===== config.mk =====
export PLATFORM = sky130hd
export DESIGN_NAME = tws_isqrt
export DESIGN_NICKNAME = d
export VERILOG_FILES = /design/src/hw/rtl/tws_pkg.sv /design/src/hw/rtl/tws_isqrt.sv
export SDC_FILE = /design/constraint.sdc
export NUM_CORES = 2
export LEC_CHECK = 0
export ABC_AREA = 0
export BUFFER_PORTS_ARGS = -buffer_cell sky130_fd_sc_hd__buf_2
export CORE_UTILIZATION = 32
export CTS_CLUSTER_SIZE = 28
export DETAILED_ROUTE_END_ITERATION = 10
export GPL_TIMING_DRIVEN = 1
export RECOVER_POWER = 50
export SLEW_MARGIN = 5
export SYNTH_ARGS = -nofsm -noshare
export SYNTH_HDL_FRONTEND = slang
export SYNTH_SLANG_ARGS = --single-unit

===== constraint.sdc =====
create_clock -name clk_i -period 3.9 [get_ports clk_i]
set_input_delay 0.78 -clock clk_i [delete_from_list [all_inputs] [get_ports clk_i]]
set_output_delay 0.78 -clock clk_i [all_outputs]
set_load 0.01 [all_outputs]

===== src/hw/rtl/tws_pkg.sv =====
// ----------------------------------------------------------------------------
// tws_pkg
// Shared widths, types and register codes of the wireframe edge shader.
// ----------------------------------------------------------------------------
package tws_pkg;

  localparam int CoordW  = 21;            // signed Q10.10 coordinate
  localparam int VecW    = 3 * CoordW;    // packed x, y, z
  localparam int DiffW   = CoordW + 1;    // coordinate difference
  localparam int SqW     = 2 * DiffW;     // squared length, Q24.20
  localparam int HalfW   = SqW / 2;       // partial product operand
  localparam int NumW    = 2 * SqW;       // numerator of the distance division
  localparam int DistW   = SqW / 2;       // distance, Q12.10
  localparam int EwW     = 20;            // edge width
  localparam int TwW     = 16;            // transition width
  localparam int TW      = 16;            // smoothstep parameter t, Q0.16
  localparam int ChanW   = 16;            // one colour channel
  localparam int ColorW  = 3 * ChanW;
  localparam int AlphaW  = 17;            // Q0.16 with 1.0 exact
  localparam int AddrW   = 5;
  localparam int DataW   = 64;
  localparam int RegIdxLsb = 3;

  localparam logic [AlphaW-1:0] AlphaOneVal = 17'h1_0000;

  localparam logic [1:0] RegEdgeColor     = 2'd0;
  localparam logic [1:0] RegInteriorColor = 2'd1;
  localparam logic [1:0] RegEdgeWidth     = 2'd2;
  localparam logic [1:0] RegTransWidth    = 2'd3;

  typedef enum logic [1:0] {
    AlphaZero,
    AlphaOne,
    AlphaRamp
  } alpha_mode_e;

  typedef struct packed {
    logic [ColorW-1:0] edge_color;
    logic [ColorW-1:0] interior_color;
    logic [EwW-1:0]    edge_width;
    logic [EwW-1:0]    lo;
    logic [EwW-1:0]    span;
  } cfg_t;

endpackage


===== src/hw/rtl/tws_isqrt.sv =====
// ----------------------------------------------------------------------------
// tws_isqrt
// Pipelined floor square root, one root bit per stage.
// ----------------------------------------------------------------------------
module tws_isqrt (
  input  logic                       clk_i,
  input  logic                       rst_ni,
  input  logic                       valid_i,
  input  logic                       has_tri_i,
  input  logic [tws_pkg::SqW-1:0]    val_i,
  output logic                       valid_o,
  output logic                       has_tri_o,
  output logic [tws_pkg::DistW-1:0]  root_o
);
  import tws_pkg::*;

  localparam int RemW = DistW + 2;

  logic             valid_q [DistW];
  logic             tri_q   [DistW];
  logic [RemW-1:0]  rem_q   [DistW];
  logic [DistW-1:0] root_q  [DistW];
  logic [SqW-1:0]   val_q   [DistW];

  logic             valid_in [DistW];
  logic             tri_in   [DistW];
  logic [RemW-1:0]  rem_in   [DistW];
  logic [DistW-1:0] root_in  [DistW];
  logic [SqW-1:0]   val_in   [DistW];
  logic [RemW+1:0]  r2       [DistW];
  logic [RemW+1:0]  trial    [DistW];
  logic             ge       [DistW];
  logic [RemW+1:0]  rdiff    [DistW];

  always_comb begin
    valid_in[0] = valid_i;
    tri_in[0]   = has_tri_i;
    rem_in[0]   = '0;
    root_in[0]  = '0;
    val_in[0]   = val_i;
    for (int s = 1; s < DistW; s++) begin
      valid_in[s] = valid_q[s-1];
      tri_in[s]   = tri_q[s-1];
      rem_in[s]   = rem_q[s-1];
      root_in[s]  = root_q[s-1];
      val_in[s]   = val_q[s-1];
    end
    // Bring down the next two bits and try the root with a one appended.
    for (int s = 0; s < DistW; s++) begin
      r2[s]    = {rem_in[s], val_in[s][SqW-1:SqW-2]};
      trial[s] = {2'b00, root_in[s], 2'b01};
      ge[s]    = r2[s] >= trial[s];
      rdiff[s] = r2[s] - trial[s];
    end
  end

  always_ff @(posedge clk_i or negedge rst_ni) begin
    if (!rst_ni) begin
      for (int s = 0; s < DistW; s++) valid_q[s] <= 1'b0;
    end else begin
      for (int s = 0; s < DistW; s++) valid_q[s] <= valid_in[s];
    end
  end

  always_ff @(posedge clk_i) begin
    for (int s = 0; s < DistW; s++) begin
      tri_q[s]  <= tri_in[s];
      rem_q[s]  <= ge[s] ? rdiff[s][RemW-1:0] : r2[s][RemW-1:0];
      root_q[s] <= {root_in[s][DistW-2:0], ge[s]};
      val_q[s]  <= {val_in[s][SqW-3:0], 2'b00};
    end
  end

  assign valid_o   = valid_q[DistW-1];
  assign has_tri_o = tri_q[DistW-1];
  assign root_o    = root_q[DistW-1];

endmodule


**After elaboration in Yosys (flattened, before gate mapping)**

Memory sizes are Yosys's and may differ from the RTL's.
Cells that the tools add are included.

- Add/subtract/negate cells: 22
- $lt $le $gt $ge: 22
- Mux-type cells: 22

Operators with widths:

| kind | count |
|---|---|
| $ge 26x24->1 | 21 |
| $mux 24 | 22 |
| $sub 24x24->24 | 21 |
| $sub 2x1->3 const B | 1 |
| $ge 2x1->1 const B | 1 |

- Register bits: 22
- Memory bits (writable): 1958
- Input bits: 48
- Output and inout port bits: 24
- Logic and storage cells: 92
- Memories: 4

Memories:

| memory | depth | width | rd ports | clocked after memory_dff | wr ports | RTL line | RTL |
|---|---|---|---|---|---|---|---|
| val_q | 22 | 42 | 21 | 0 | 22 | tws_isqrt.sv:23 | `logic [SqW-1:0] val_q [DistW];` |
| rem_q | 22 | 24 | 21 | 0 | 22 | tws_isqrt.sv:21 | `logic [RemW-1:0] rem_q [DistW];` |
| root_q | 22 | 22 | 22 | 0 | 22 | tws_isqrt.sv:22 | `logic [DistW-1:0] root_q [DistW];` |
| tri_q | 22 | 1 | 22 | 0 | 22 | tws_isqrt.sv:20 | `logic tri_q [DistW];` |

**Longest topological paths before layout**

An unclocked memory read counts as a cell.

- Word-level depth: 3
- Mapped depth: 12
- Depth with buffers taken out: 11

**Worst setup path before layout**

No wires, ideal clock.

- Path type: flip-flop to flip-flop
- Start: memory root_q[1][31] in the netlist's numbering
- End: memory rem_q[1][59] in the netlist's numbering
- Setup time: 0.123 ns
- Arrival time: 2.708 ns
- Required time: 3.777 ns
- Path slack: 1.069 ns
- Stages on the path, launching flop included: 10
- Path buffers: 0
- Period minus slack after synthesis: 2.831 ns
- Cells stage by stage: dfxtp_1 -> inv_1 -> ha_1 -> or4_1 -> or3_4 -> or4_4 -> nor4_4 -> nand2_2 -> nor2_2 -> mux2_1

RTL lines:

| what | RTL line |
|---|---|
| from (decl) | tws_isqrt.sv:22 |
| to (decl) | tws_isqrt.sv:21 |

==> impl_metrics.yaml <==
drt:
  drt-pass1-iter-count: 5
  ant_nets: 0
  num_vias: 28266
  wl_um: 79200
  drt_iter0_drc: 1805
  routedWlPerCell_um: 12.7
  via_per_inst: 4.53
  drcViolationCount: 0
floorplanning:
  placementRows: 135
  die_h_um: 373
  start_util_pct: 32.3
  die_w_um: 373
  core_area_um2: 136000
  io_pins: 72
  die_area_um2: 139000
synthesis:
  synth.avg_cell_area_um2: 10.5
  synthArstFlopShare_pct: 1.78
  synth_area_um2: 44000
  yosysWarnings: 0
  ys_seq_area_share_pct: 56.4
  synthDistinctLibCells: 94
  syn-instance-count: 4170
  synth_area_leaders: "dfxtp_1, ha_1, xnor2_1"
  synth-edff-count: 0
  ys.flop_type: "dfxtp_1"
  ys_ff_latch: 1233
  yosys.area.top_type: "dfxtp_1"
  yosysTopAreaCellShare_pct: 55.1
  syn-num-nets: 4494
finish:
  syn2layout_area_growth_pct: 16.6
  antenna_cells: 0
  final_layout_size_suffix_gt1_share_pct: 9.65
  nNetsFinal: 4677
  layout.cells.non_filler: 6237
grt:
  use_met2_pct: 18.8
  antenna_found_initial: 0
  grt_pass1_wl_um: 132000
  first_global_vias: 27706
  grt_max_degree: 37
  use_met3_pct: 2.58
  overflow: 0
  grt.total_usage_pct: 11.3
  top_usage_layer: "met2"
  grt_util_met1_pct: 13.8
timing:
  max_slew_margin_pct: 27.5
  worstMarginPinSlew_ns: 1.09
  tns_ns: 0
  finalCriticalPeriod_ns: 3.32
  timing.final.crit_share_pct: 85.0
  fin_skew_ns: 0.0269
  rsz0062_at_grt: "false"
  max_freq_mhz: 302
  finalMaxSlewViolations: 0
  hold_viol_final: 0
  setup_viol: 0
clock_tree:
  cts_setup_buffers: 0
  insertion_delay_ns: 0.73
  clkTransAtPathRegs_ns: 0.06
  cts_resized: 0
  htree_levels: 4
  cts_buffers: 132
  root_buffer: "clkbuf_16"
  tritoncts: "done"
  hold_buffers: 1
  clock-sinks: 1233
  clockBufferDepth: 3
pwr:
  ir_drop_uv: 377
  sequentialPowerShare_pct: 47.3
  netSwitchingFraction_pct: 26.7
  p_sw_mw: 9.01
  p_clk_share_pct: 38.0
  power_leakage_nw: 23.7
  powerDensity_nw_per_um2: 658
  p_comb_share_pct: 14.7
  p_int_mw: 24.7
placement:
  dp_hpwl_um: 57800
  io_buffer_count: 71
  gp_congestion: 0.883
  placed_cells: 5999
min_path:
  worstHoldPathType: "primary input to flop"
run:
  drv_cap: 0
status:
  status: "finished, final reports clean"
worst_setup_path:
  worstPathRequired_ns: 4.52
  worst-endpoint-arrival_ns: 3.94
  cp-end-kind: "flop"
  critical_path_class: "flop to flop"
  worst_setup_path_start_kind: "flop"
  path_max_fanout: 28
==> final timing paths <==
path                            slack [ns]            end  cells after the start     startpoint
max in group asynchronous             3.05    valid_in[2]                      2         rst_ni
worst max-delay path                  0.58  rem_q[2][103]                     11  root_q[2][66]
worst max register to register        0.58  rem_q[2][103]                     11  root_q[2][66]
worst min-delay path                  0.13   val_q[0][33]                      1      val_i[33]
worst min register to register        0.31  val_q[0][269]                      0  val_q[0][225]
min in group asynchronous             0.54   valid_in[20]                      2         rst_ni
==> kinds of logic (layout without fill, tap and decap cells) <==
logic type                 count (synthesis)  after routing  share of synthesized area [%]
and+or+nand+nor                         1038           1038                           12.1
adders and majority gates                276            276                           7.85
AOI/OAI and AO/OA                        764            764                           10.8
other                                      1              1                        0.00853
muxes                                     77             77                           1.94
DFF                                     1233           1233                           56.4
buffers and inverters                    409            695                           3.53
xor gates and xnor gates                 372            372                           7.41
==> cell usage in the layout, fill, tap and decap left out, types with 17 or more instances in the layout <==
master | netlist | final
nand4_1 | 33 | 33
o21bai_1 | 23 | 23
ha_1 | 276 | 276
inv_1 | 348 | 348
nor4_1 | 48 | 48
a21o_1 | 85 | 85
clkinv_2 | 0 | 21
nand2b_1 | 51 | 51
xnor2_1 | 204 | 204
a21oi_1 | 247 | 246
xor2_1 | 168 | 168
o31ai_1 | 25 | 24
clkbuf_8 | 0 | 21
nand2_1 | 252 | 252
mux2_2 | 58 | 58
nor2b_1 | 32 | 32
o211ai_1 | 17 | 17
nand3b_1 | 17 | 17
clkbuf_16 | 0 | 133
or2_2 | 19 | 19
a31oi_1 | 28 | 27
o21ai_0 | 168 | 168
nor3_1 | 103 | 103
nor2_1 | 248 | 248
nand3_1 | 74 | 74
or4_1 | 25 | 25
buf_2 | 4 | 70
dfrtp_1 | 22 | 22
a211oi_1 | 21 | 21
buf_4 | 3 | 32
clkbuf_1 | 45 | 31
and3_1 | 17 | 17
dfxtp_1 | 1211 | 1211
or3_1 | 37 | 37
o21a_1 | 45 | 45
==> stage by stage <==
stage,setup slack (ns),hold WS [ns],power (mW),instance area [µm²],util (%)
floorplan,1.07,0.310,19.8,44000,-
global placement,0.576,0.310,21.1,46600,34.3
detailed placement,0.588,0.312,21.1,46600,34.3
CTS,0.566,0.0576,34.2,51300,37.7
global route,0.292,0.0665,35.6,51300,37.7
finish,0.583,0.131,33.7,51300,37.7
==> synth_stat cells, types with 5 or more instances <==
library cell  instances
o2111ai_1             8
ha_1                276
nand4b_1              7
or2_2                19
a31oi_1              28
inv_1               348
nand3_1              74
o21ai_1              15
nand2_1             252
and4_1               11
xnor2_1             204
inv_2                 5
nor2b_1              32
nor3b_1              13
and2_1               11
nand3b_1             17
a211o_1               7
nor4bb_1              5
nor3_1              103
a21boi_0              9
nor4_1               48
dfxtp_1            1211
clkbuf_1             45
a21oi_1             247
o21ai_0             168
mux2_2               58
and3_1               17
o21a_1               45
a211oi_1             21
mux2i_1              15
xor2_1              168
o31ai_1              25
o211ai_1             17
nand4_1              33
o21bai_1             23
nor2_1              248
nand2b_1             51
o41ai_1               8
or4_1                25
or3_1                37
o31a_1               10
nor4b_1               6
a21o_1               85
dfrtp_1              22
==> sequential cells by signal, summed over array words and instances (netlist names) <==
name      cells
val_q       462
tri_q        22
root_q      253
valid_in     21
rem_q       474
valid_o       1
==> critical path, stage by stage (launching register included) <==
cell and delay (ns):
dfxtp_1 0.35, inv_1 0.05, ha_1 0.36, nor2b_1 0.19, o31a_1 0.19, o21ai_1 0.16
o21ai_0 0.40, a221oi_2 0.11, buf_4 0.18, o21ai_2 0.45, buf_4 0.39, mux2_2 0.37
==> metal layers <==
| metal | vias to the layer above | share of wire (%) |
|---|---|---|
| met2 | 531 | 46 |
| met3 | 196 | 4.1 |
| met4 | 0 | 3.8 |
| met5 | - | 0 |
| li1 | 14619 | - |
| met1 | 12920 | 46 |
==> power groups by stage <==
| stage | clock, mW | combinational (mW) | sequential (mW) |
|---|---|---|---|
| detailed placement | 0 | 4.92 | 16.2 |
| global placement | 0 | 4.86 | 16.2 |
| CTS | 13.3 | 4.97 | 16.0 |
| global route | 13.9 | 5.59 | 16.2 |
| finish | 12.8 | 4.95 | 16.0 |
| floorplan | 0 | 4.00 | 15.8 |
==> layout make-up <==
class | count | area [µm²]
Fill cell | 13299 | 84700
Sequential cell | 1233 | 24800
Multi-Input combinational cell | 2528 | 17700
Clock buffer | 184 | 3730
Tap cell | 1781 | 2230
Inverter | 354 | 1330
Clock inverter | 53 | 892
Timing Repair Buffer | 104 | 604
Power figures use the tool's default switching activity.
